--- config.mk ---
export PLATFORM = sky130hd
export DESIGN_NAME = motor_command_frame_encoder
export DESIGN_NICKNAME = d
export VERILOG_FILES = /design/src/design/mcfe_pkg.sv /design/src/design/motor_command_frame_encoder.sv
export VERILOG_INCLUDE_DIRS = /design/src /design/src/design
export SDC_FILE = /design/constraint.sdc
export NUM_CORES = 2
export LEC_CHECK = 0
export ABC_AREA = 1
export BUFFER_PORTS_ARGS = -buffer_cell sky130_fd_sc_hd__buf_4
export CAP_MARGIN = 20
export CORE_MARGIN = 3
export CORE_UTILIZATION = 40
export DETAILED_ROUTE_END_ITERATION = 10
export GPL_TIMING_DRIVEN = 0
export HOLD_SLACK_MARGIN = 0.15
export SLEW_MARGIN = 0
export SYNTH_ARGS = -nofsm -noshare
export SYNTH_HDL_FRONTEND = slang
export SYNTH_SLANG_ARGS = --single-unit
--- constraint.sdc ---
create_clock -name clk -period 19.85 [get_ports clk]
set_input_delay 2.9775 -clock clk [delete_from_list [all_inputs] [get_ports clk]]
set_output_delay 2.9775 -clock clk [all_outputs]
set_load 0.01 [all_outputs]
--- src/design/motor_command_frame_encoder_macros.svh ---
// Assertion macros shared by the frame encoder RTL.
`ifndef MOTOR_COMMAND_FRAME_ENCODER_MACROS_SVH
`define MOTOR_COMMAND_FRAME_ENCODER_MACROS_SVH

`ifndef ASSERT_OFF

// Same-cycle implication, checked outside reset.
`define MCFE_ASSERT_IMP(lbl, clk, rst_n, ante, cons) \
    lbl: assert property (@(posedge clk) disable iff (!rst_n) (ante) |-> (cons)) \
        else $error("frame encoder check failed");

// Next-cycle implication, checked outside reset.
`define MCFE_ASSERT_NXT(lbl, clk, rst_n, ante, cons) \
    lbl: assert property (@(posedge clk) disable iff (!rst_n) (ante) |=> (cons)) \
        else $error("frame encoder check failed");

`else

`define MCFE_ASSERT_IMP(lbl, clk, rst_n, ante, cons)
`define MCFE_ASSERT_NXT(lbl, clk, rst_n, ante, cons)

`endif

`endif

--- src/design/mcfe_pkg.sv ---
// Types, constants and CRC function of the motor command frame encoder.
`default_nettype none

package mcfe_pkg;

    // Command item as it enters the block
    typedef struct packed {
        logic        [3:0]  motor_id;
        logic        [3:0]  mode;
        logic signed [23:0] torque;
        logic signed [23:0] velocity;
        logic signed [39:0] position;
        logic signed [23:0] stiffness;
        logic signed [23:0] damping;
    } cmd_t;

    // One frame byte as it leaves the block
    typedef struct packed {
        logic [7:0] tx_byte;
        logic       last;
    } frm_t;

    localparam int FRAME_LEN = 17;
    localparam int CRC_POS   = 15;

    localparam logic [7:0]  HDR0 = 8'hFE;
    localparam logic [7:0]  HDR1 = 8'hEE;

    // Saturation limits on magnitudes
    localparam logic [23:0] TORQUE_MAX = 24'd32765;
    localparam logic [23:0] VEL_MAX    = 24'd205824;
    localparam logic [39:0] POS_MAX    = 40'd13493010432;
    localparam logic [23:0] GAIN_MAX   = 24'd32766;

    // 1/(2*pi) in Q0.28
    localparam logic [25:0] INV_TWO_PI = 26'd42722830;
    localparam int          TURN_SHIFT = 28;

    // Reflected CRC-16 polynomial
    localparam logic [15:0] CRC_POLY = 16'h8408;

    // Fold one byte into the running CRC, LSB first
    function automatic logic [15:0] crc_byte(input logic [15:0] crc, input logic [7:0] b);
        logic [15:0] c;
        c = crc ^ {8'h00, b};
        for (int i = 0; i < 8; i++)
        begin
            if (c[0])
                c = (c >> 1) ^ CRC_POLY;
            else
                c = c >> 1;
        end
        return c;
    endfunction

endpackage

`default_nettype wire

--- src/design/motor_command_frame_encoder.sv ---
// Motor command frame encoder: saturate, scale to turns, frame and CRC.
//
//  Channel | Handshake          | Payload            | Role
//  --------+--------------------+--------------------+-----------------------------
//  cmd     | cmd_valid/stall    | mcfe_pkg::cmd_t    | one motor command per item
//  frm     | frm_valid/stall    | mcfe_pkg::frm_t    | one frame byte per item, 17 a frame
//
// A command passes three register stages (saturate, multiply, add and shift) and
// then loads the frame register, which drives its first byte onto frm.
// The frame register sends one byte per cycle while frm is not stalled, and the front
// stages take new commands while a frame is sent; the next command loads in the same
// cycle the last byte is taken. The CRC is folded in byte by byte as bytes leave.
// Reset clears all valid bits and the byte counter; payload holds no reset value.
// A stall on frm freezes the current byte and backs up the stages behind it.
`default_nettype none
`include "motor_command_frame_encoder_macros.svh"

module motor_command_frame_encoder (
    input  wire logic           clk,
    input  wire logic           rst_n,
    input  wire logic           cmd_valid,
    output logic                cmd_stall,
    input  wire mcfe_pkg::cmd_t cmd,
    output logic                frm_valid,
    input  wire logic           frm_stall,
    output mcfe_pkg::frm_t      frm
);
    import mcfe_pkg::*;

    // Stage 1: saturated values, magnitudes and signs
    logic        s1_valid_reg;
    logic [7:0]  s1_idm_reg;
    logic [15:0] s1_tq_reg;
    logic [15:0] s1_kp_reg;
    logic [15:0] s1_kd_reg;
    logic        s1_vneg_reg;
    logic [17:0] s1_vmag_reg;
    logic        s1_pneg_reg;
    logic [33:0] s1_pmag_reg;

    // Stage 2: partial products
    logic        s2_valid_reg;
    logic [7:0]  s2_idm_reg;
    logic [15:0] s2_tq_reg;
    logic [15:0] s2_kp_reg;
    logic [15:0] s2_kd_reg;
    logic        s2_vneg_reg;
    logic        s2_pneg_reg;
    logic [43:0] s2_vprod_reg;
    logic [42:0] s2_plo_reg;
    logic [42:0] s2_phi_reg;

    // Stage 3: turn magnitudes
    logic        s3_valid_reg;
    logic [7:0]  s3_idm_reg;
    logic [15:0] s3_tq_reg;
    logic [15:0] s3_kp_reg;
    logic [15:0] s3_kd_reg;
    logic        s3_vneg_reg;
    logic        s3_pneg_reg;
    logic [15:0] s3_qv_reg;
    logic [31:0] s3_qp_reg;

    // Frame register and serializer
    logic        f_valid_reg;
    logic [7:0]  f_idm_reg;
    logic [15:0] f_tq_reg;
    logic [15:0] f_vb_reg;
    logic [31:0] f_pb_reg;
    logic [15:0] f_kp_reg;
    logic [15:0] f_kd_reg;
    logic [4:0]  cnt_reg;
    logic [4:0]  cnt_next;
    logic [15:0] crc_reg;
    logic [15:0] crc_next;

    logic        ld1;
    logic        ld2;
    logic        ld3;
    logic        ldf;
    logic        out_take;
    logic        at_last;

    // Stage 1 combinational
    logic [23:0] tq_abs;
    logic [23:0] v_abs;
    logic [39:0] p_abs;
    logic [15:0] tq_sat;
    logic [17:0] v_mag;
    logic [33:0] p_mag;
    logic [15:0] kp_cl;
    logic [15:0] kd_cl;

    // Stage 3 combinational
    logic [59:0] psum;

    // Output byte
    logic [7:0]  tx_sel;

    // Load enables: a stage loads when empty or when its content moves on
    assign at_last   = (cnt_reg == 5'(FRAME_LEN - 1));
    assign out_take  = f_valid_reg && !frm_stall;
    assign ldf       = !f_valid_reg || (out_take && at_last);
    assign ld3       = !s3_valid_reg || ldf;
    assign ld2       = !s2_valid_reg || ld3;
    assign ld1       = !s1_valid_reg || ld2;
    assign cmd_stall = !ld1;

    // Saturate and take magnitudes
    always_comb
    begin
        tq_abs = cmd.torque[23]   ? (24'd0 - cmd.torque)   : cmd.torque;
        v_abs  = cmd.velocity[23] ? (24'd0 - cmd.velocity) : cmd.velocity;
        p_abs  = cmd.position[39] ? (40'd0 - cmd.position) : cmd.position;

        if (tq_abs > TORQUE_MAX)
            tq_sat = cmd.torque[23] ? (16'd0 - TORQUE_MAX[15:0]) : TORQUE_MAX[15:0];
        else
            tq_sat = cmd.torque[15:0];

        v_mag = (v_abs > VEL_MAX) ? VEL_MAX[17:0] : v_abs[17:0];
        p_mag = (p_abs > POS_MAX) ? POS_MAX[33:0] : p_abs[33:0];

        if (cmd.stiffness[23])
            kp_cl = 16'd0;
        else if (cmd.stiffness > $signed(GAIN_MAX))
            kp_cl = GAIN_MAX[15:0];
        else
            kp_cl = cmd.stiffness[15:0];

        if (cmd.damping[23])
            kd_cl = 16'd0;
        else if (cmd.damping > $signed(GAIN_MAX))
            kd_cl = GAIN_MAX[15:0];
        else
            kd_cl = cmd.damping[15:0];
    end

    // Advance the front stages
    always_ff @(posedge clk or negedge rst_n)
    begin
        if (!rst_n)
        begin
            s1_valid_reg <= 1'b0;
            s2_valid_reg <= 1'b0;
            s3_valid_reg <= 1'b0;
        end
        else
        begin
            if (ld1)
                s1_valid_reg <= cmd_valid;
            if (ld2)
                s2_valid_reg <= s1_valid_reg;
            if (ld3)
                s3_valid_reg <= s2_valid_reg;
        end
    end

    // Stage 1 payload
    always_ff @(posedge clk)
    begin
        if (ld1)
        begin
            s1_idm_reg  <= {cmd.mode, cmd.motor_id};
            s1_tq_reg   <= tq_sat;
            s1_kp_reg   <= kp_cl;
            s1_kd_reg   <= kd_cl;
            s1_vneg_reg <= cmd.velocity[23];
            s1_vmag_reg <= v_mag;
            s1_pneg_reg <= cmd.position[39];
            s1_pmag_reg <= p_mag;
        end
    end

    // Stage 2 payload: multiply by 1/(2*pi), position split in two halves
    always_ff @(posedge clk)
    begin
        if (ld2)
        begin
            s2_idm_reg   <= s1_idm_reg;
            s2_tq_reg    <= s1_tq_reg;
            s2_kp_reg    <= s1_kp_reg;
            s2_kd_reg    <= s1_kd_reg;
            s2_vneg_reg  <= s1_vneg_reg;
            s2_pneg_reg  <= s1_pneg_reg;
            s2_vprod_reg <= 44'(s1_vmag_reg) * 44'(INV_TWO_PI);
            s2_plo_reg   <= 43'(s1_pmag_reg[16:0]) * 43'(INV_TWO_PI);
            s2_phi_reg   <= 43'(s1_pmag_reg[33:17]) * 43'(INV_TWO_PI);
        end
    end

    // Join the position halves
    assign psum = {s2_phi_reg[42:0], 17'd0} + {17'd0, s2_plo_reg};

    // Stage 3 payload: drop the fraction
    always_ff @(posedge clk)
    begin
        if (ld3)
        begin
            s3_idm_reg  <= s2_idm_reg;
            s3_tq_reg   <= s2_tq_reg;
            s3_kp_reg   <= s2_kp_reg;
            s3_kd_reg   <= s2_kd_reg;
            s3_vneg_reg <= s2_vneg_reg;
            s3_pneg_reg <= s2_pneg_reg;
            s3_qv_reg   <= s2_vprod_reg[43:TURN_SHIFT];
            s3_qp_reg   <= psum[59:TURN_SHIFT];
        end
    end

    // Frame payload: restore signs
    always_ff @(posedge clk)
    begin
        if (ldf)
        begin
            f_idm_reg <= s3_idm_reg;
            f_tq_reg  <= s3_tq_reg;
            f_vb_reg  <= s3_vneg_reg ? (16'd0 - s3_qv_reg) : s3_qv_reg;
            f_pb_reg  <= s3_pneg_reg ? (32'd0 - s3_qp_reg) : s3_qp_reg;
            f_kp_reg  <= s3_kp_reg;
            f_kd_reg  <= s3_kd_reg;
        end
    end

    // Pick the byte at the current frame position
    always_comb
    begin
        case (cnt_reg)
            5'd0:    tx_sel = HDR0;
            5'd1:    tx_sel = HDR1;
            5'd2:    tx_sel = f_idm_reg;
            5'd3:    tx_sel = f_tq_reg[7:0];
            5'd4:    tx_sel = f_tq_reg[15:8];
            5'd5:    tx_sel = f_vb_reg[7:0];
            5'd6:    tx_sel = f_vb_reg[15:8];
            5'd7:    tx_sel = f_pb_reg[7:0];
            5'd8:    tx_sel = f_pb_reg[15:8];
            5'd9:    tx_sel = f_pb_reg[23:16];
            5'd10:   tx_sel = f_pb_reg[31:24];
            5'd11:   tx_sel = f_kp_reg[7:0];
            5'd12:   tx_sel = f_kp_reg[15:8];
            5'd13:   tx_sel = f_kd_reg[7:0];
            5'd14:   tx_sel = f_kd_reg[15:8];
            5'd15:   tx_sel = crc_reg[7:0];
            5'd16:   tx_sel = crc_reg[15:8];
            default: tx_sel = 8'h00;
        endcase
    end

    assign frm_valid   = f_valid_reg;
    assign frm.tx_byte = tx_sel;
    assign frm.last    = at_last;

    // Step the byte counter and fold sent bytes ahead of the CRC field into the CRC
    always_comb
    begin
        cnt_next = cnt_reg;
        crc_next = crc_reg;
        if (ldf)
        begin
            cnt_next = 5'd0;
            crc_next = 16'd0;
        end
        else if (out_take)
        begin
            cnt_next = cnt_reg + 5'd1;
            if (cnt_reg < 5'(CRC_POS))
                crc_next = crc_byte(crc_reg, tx_sel);
        end
    end

    // Frame control registers
    always_ff @(posedge clk or negedge rst_n)
    begin
        if (!rst_n)
        begin
            f_valid_reg <= 1'b0;
            cnt_reg     <= 5'd0;
            crc_reg     <= 16'd0;
        end
        else
        begin
            if (ldf)
                f_valid_reg <= s3_valid_reg;
            cnt_reg <= cnt_next;
            crc_reg <= crc_next;
        end
    end

    // A frame that has started is sent to the end
    `MCFE_ASSERT_NXT(a_frame_holds, clk, rst_n, f_valid_reg && !at_last, f_valid_reg)
    // A byte taken before the last keeps the frame valid
    `MCFE_ASSERT_NXT(a_no_drop, clk, rst_n, out_take && !at_last, f_valid_reg && cnt_reg != 5'd0)
    // After the last byte, the next output starts with the header
    `MCFE_ASSERT_NXT(a_next_hdr, clk, rst_n, out_take && at_last,
        !f_valid_reg || (cnt_reg == 5'd0 && frm.tx_byte == HDR0))
    // Input stalls only when the first stage is full and blocked
    `MCFE_ASSERT_IMP(a_stall_cause, clk, rst_n, cmd_stall, s1_valid_reg && s2_valid_reg)
    // The byte counter stays inside the frame
    `MCFE_ASSERT_IMP(a_cnt_range, clk, rst_n, 1'b1, cnt_reg < 5'(FRAME_LEN))

endmodule

`default_nettype wire

==> metrics.md <==
| Metric | Value |
|---|---|
| Outcome | complete, no violations |
| Largest register FFs | 42 |
| H-Tree Depth | 2 |
| CP peak stage delay | a little over 700 ps |
| Die width | about 340 um |
| FFs w/ async S/R, synth | around 5% |
| FF-to-FF Start | s1_pmag_reg[32] |
| Synthesized area per cell | 9.36 um^2 |
| DR pass1 iterations | 8 |
| Critical path class | primary input to output pin |
| Seq/Total Area, Yosys | roughly 32% |
| CTS buffer count | between 50 and 60 |
| Hold path startpoint | s2_vprod_reg[39] |
| HP Class | flop to flop |
| Unique cell type count in the Yosys netlist | 57 |
| GR Overflow Total | 0 |
| P_leak | 23.4 nW |
| Crit path max fanout | 65 |
| Area leader, netlist | edfxtp_1 |
| CTS tree | built |
| Die height | roughly 340 um |
| Worst slack, placed | 10,470 ps |
| Critical path capture point type | output pin |
| Avg Vias per Cell | 4.88 |
| Setup WS post-layout | about 11,000 ps |
| Clock Path Buffers | 3 |
| Post-CTS Setup Bufs | 0 |
| Core ar. | approximately 110,000 um^2 |
| DRT Wirelength | about 110,000 um |
| Synth top area cells | edfxtp_1 (31%), fa_1 (17%), ha_1 (16%) |
| Synthesis-to-layout area growth | 11.2% |
| RSZ-0062 raised after global routing | no |
| Required @ worst endpoint | about 17,000 ps |
| Worst VDD drop | 0.000127 V |
| Number of global-route vias before repair | between 30,000 and 40,000 |
| Max Cap Viol | 0 |
| CP Cell Sequence | buf_4 > nand2_1 > inv_1 > nor2_4 > nor2_1 > inv_4 > buf_16 > nor2_1 > inv_6 > nor2_1 > buf_4 |
| Synth Flop Type | edfxtp_1 |
| First-pass GRT wire length | approximately 170,000 um |
| Final Setup Violations | 0 |
| All-Layer GR Usage | a little under a fifth |
| FP Rows | roughly 120 |
| Initial core utilization | between 40% and 50% |
| Tot Pwr | about 8.4 mW |
| Initial antenna violation count | 2 |
| Sink Count | ~490 |
| I/O Pins | approximately 160 |
| Syn Inst Count | between 4,000 and 5,000 |
| Pin count of the biggest net entering global routing | 80 |
| CP startpoint | frm_stall |
| Post-CTS sizing | 0 |
| Crit path time final | 9210 ps |
| Area of the mapped netlist | roughly 45,000 um^2 |
| Post-route ant nets | 0 |
| Ys Warns | 0 |
| Worst Skew | about 57 ps |
| Setup TNS | 0 ps |
| Clk_lat worst skew | between 600 and 700 ps |
| Drt wl/cell | ~16 um |
| Worst EP arrival | ~6200 ps |
| Fillers | about 11,000 |
| Worst slew pin tran | roughly 900 ps |
| Setup crit start kind | primary input |
| Hold Vio Cnt, Final | 0 |
| Layout Utilization | between 40 and 50% |
| Most used cell, CP | nor2_1 |
| Fmax achieved | approximately 110 MHz |
| Power density over the cells | ~170 nW/um^2 |
| Post-route cell area | between 40,000 and 50,000 um^2 |
| NumNets Final | 6,102 |
| Clock slew at reported path FFs | around 60 ps |
| Slew Limit Fails | 0 |
| Remaining DRCs | 0 |
| Share of layout cells above drive strength 1 | under 10% |
| IO Port Bufs | ~160 |
| CP top delay family | buffers and inverters |
| Slowest cell on crit path | nor2_4 |
| Max_slew headroom | between 30% and 40% |
| Final HPWL DP | ~90,000 um |
| CP bufs+invs | 6 |
| Post-synth EDFFs | roughly 460 |
| N_diodes | 0 |
| DR iter-0 viols | 1,955 |
| Crit share post-route | 46.4% |
| Vias | about 32,000 |
| Root buf cell | clkbuf_16 |
| Placed Area | between 40,000 and 50,000 um^2 |
| Flops & latches, synth | slightly below 500 |
| Yosys top cell area share | 30.9% |
| GP Congestion | slightly above 0.9 |
| Die area | about 120,000 um^2 |
| Post-CTS Hold Fix Bufs | 0 |
[metal layers]
layer,share of wire (%),global-route usage [%],wire length [um],vias to the layer above
li1,-,-,-,15800
met1,46,25.8,49600,15200
met2,47,31.7,50600,691
met3,4.7,2.42,5080,135
met4,1.7,3.48,1850,0
met5,0,0,0,-
[where the power goes]
group	switching (mW)	leakage, nW	internal (mW)
Clock	0.427	0.878	0.574
Combinational	3.79	18.1	2.17
Sequential	0.0557	4.43	1.43
Total	4.27	23.4	4.17
[cell type report]
cell class | instances | area, um^2 | share of cell area [%]
timing repair buffer | 161 | 1310 | 2.64
clock buffer | 63 | 1380 | 2.78
inverter | 1086 | 4090 | 8.22
tap | 1488 | 1860 | 3.74
multi-input combinational | 3176 | 26000 | 52.3
sequential | 486 | 14500 | 29.1
clock inverter | 37 | 407 | 0.818
buffer | 32 | 199 | 0.400
[through the flow]
stage / std cells / hold WS (ps)
2_1_floorplan: 4780 / 400
3_3_place_gp: 6423 / 402
3_5_place_dp: 6429 / 405
4_1_cts: 6529 / 380
5_1_grt: 6529 / 390
6_report: 6529 / 375
[cell usage after synthesis (4+ instances only)]
master	count
a211oi_1	5
xor2_1	137
inv_1	1080
o31ai_1	8
edfxtp_1	461
o211ai_1	5
nand3_2	4
inv_2	6
nand2_1	746
a31oi_1	30
nor3_1	48
nand3_1	173
dfrtp_1	25
a21boi_0	8
clkbuf_1	14
fa_1	387
a21oi_2	32
a21o_1	20
buf_4	6
nor2_1	380
buf_6	7
ha_1	571
o21ai_0	152
and3_1	6
o21bai_1	12
nand4_1	65
xnor2_1	50
o21ai_1	10
nor2_2	15
a21oi_1	209
nor2_4	4
o221ai_1	4
nand3b_1	7
nand2_2	11
a221oi_1	4
nor4_1	18
o21a_1	16
or2_2	12
nor3_2	5
[placed cells by master (no fill, tap or decap), types with 6 or more instances in the layout]
cell type / instances
a21o_1: 20
nand3_1: 173
or2_2: 12
inv_6: 6
a21oi_1: 209
clkbuf_1: 22
o21a_1: 16
nor4_1: 18
clkbuf_16: 53
inv_1: 1077
dfrtp_1: 25
o31ai_1: 8
nand2_1: 746
buf_4: 161
clkinv_1: 7
buf_6: 7
o21ai_1: 10
o21ai_0: 152
a21oi_2: 32
fa_1: 387
xnor2_1: 50
clkinv_2: 10
a21boi_0: 8
a31oi_1: 30
nand3b_1: 7
o21bai_1: 12
xor2_1: 137
nor2_1: 379
nand4_1: 65
edfxtp_1: 461
inv_2: 6
ha_1: 571
nor3_1: 48
and3_1: 6
nand2_2: 11
nor2_2: 15
[worst paths after layout]
kind / to / slack [ps] / cells after the start
setup / recovery: cmd_stall / 10640 / 11
hold / removal: s3_qv_reg[11] / 380 / 0
setup reg to reg: s2_phi_reg[42] / 13600 / 21
hold reg to reg: s3_qv_reg[11] / 380 / 0
max in group asynchronous: cnt_reg[2] / 17290 / 1
min in group asynchronous: s1_valid_reg / 2270 / 1
[cells by family after synthesis]
family	count (synthesis)	synth area share, %
AO/OA/AOI/OAI	526	6.81
adder cells (fa/ha/maj)	958	33.3
other	1	0.00838
flip-flops	486	32.3
buffers and inverters	1118	9.56
AND/OR/NAND/NOR	1503	14.3
XOR/XNOR	187	3.66
Note: power is estimated with default switching activity, not from simulation.
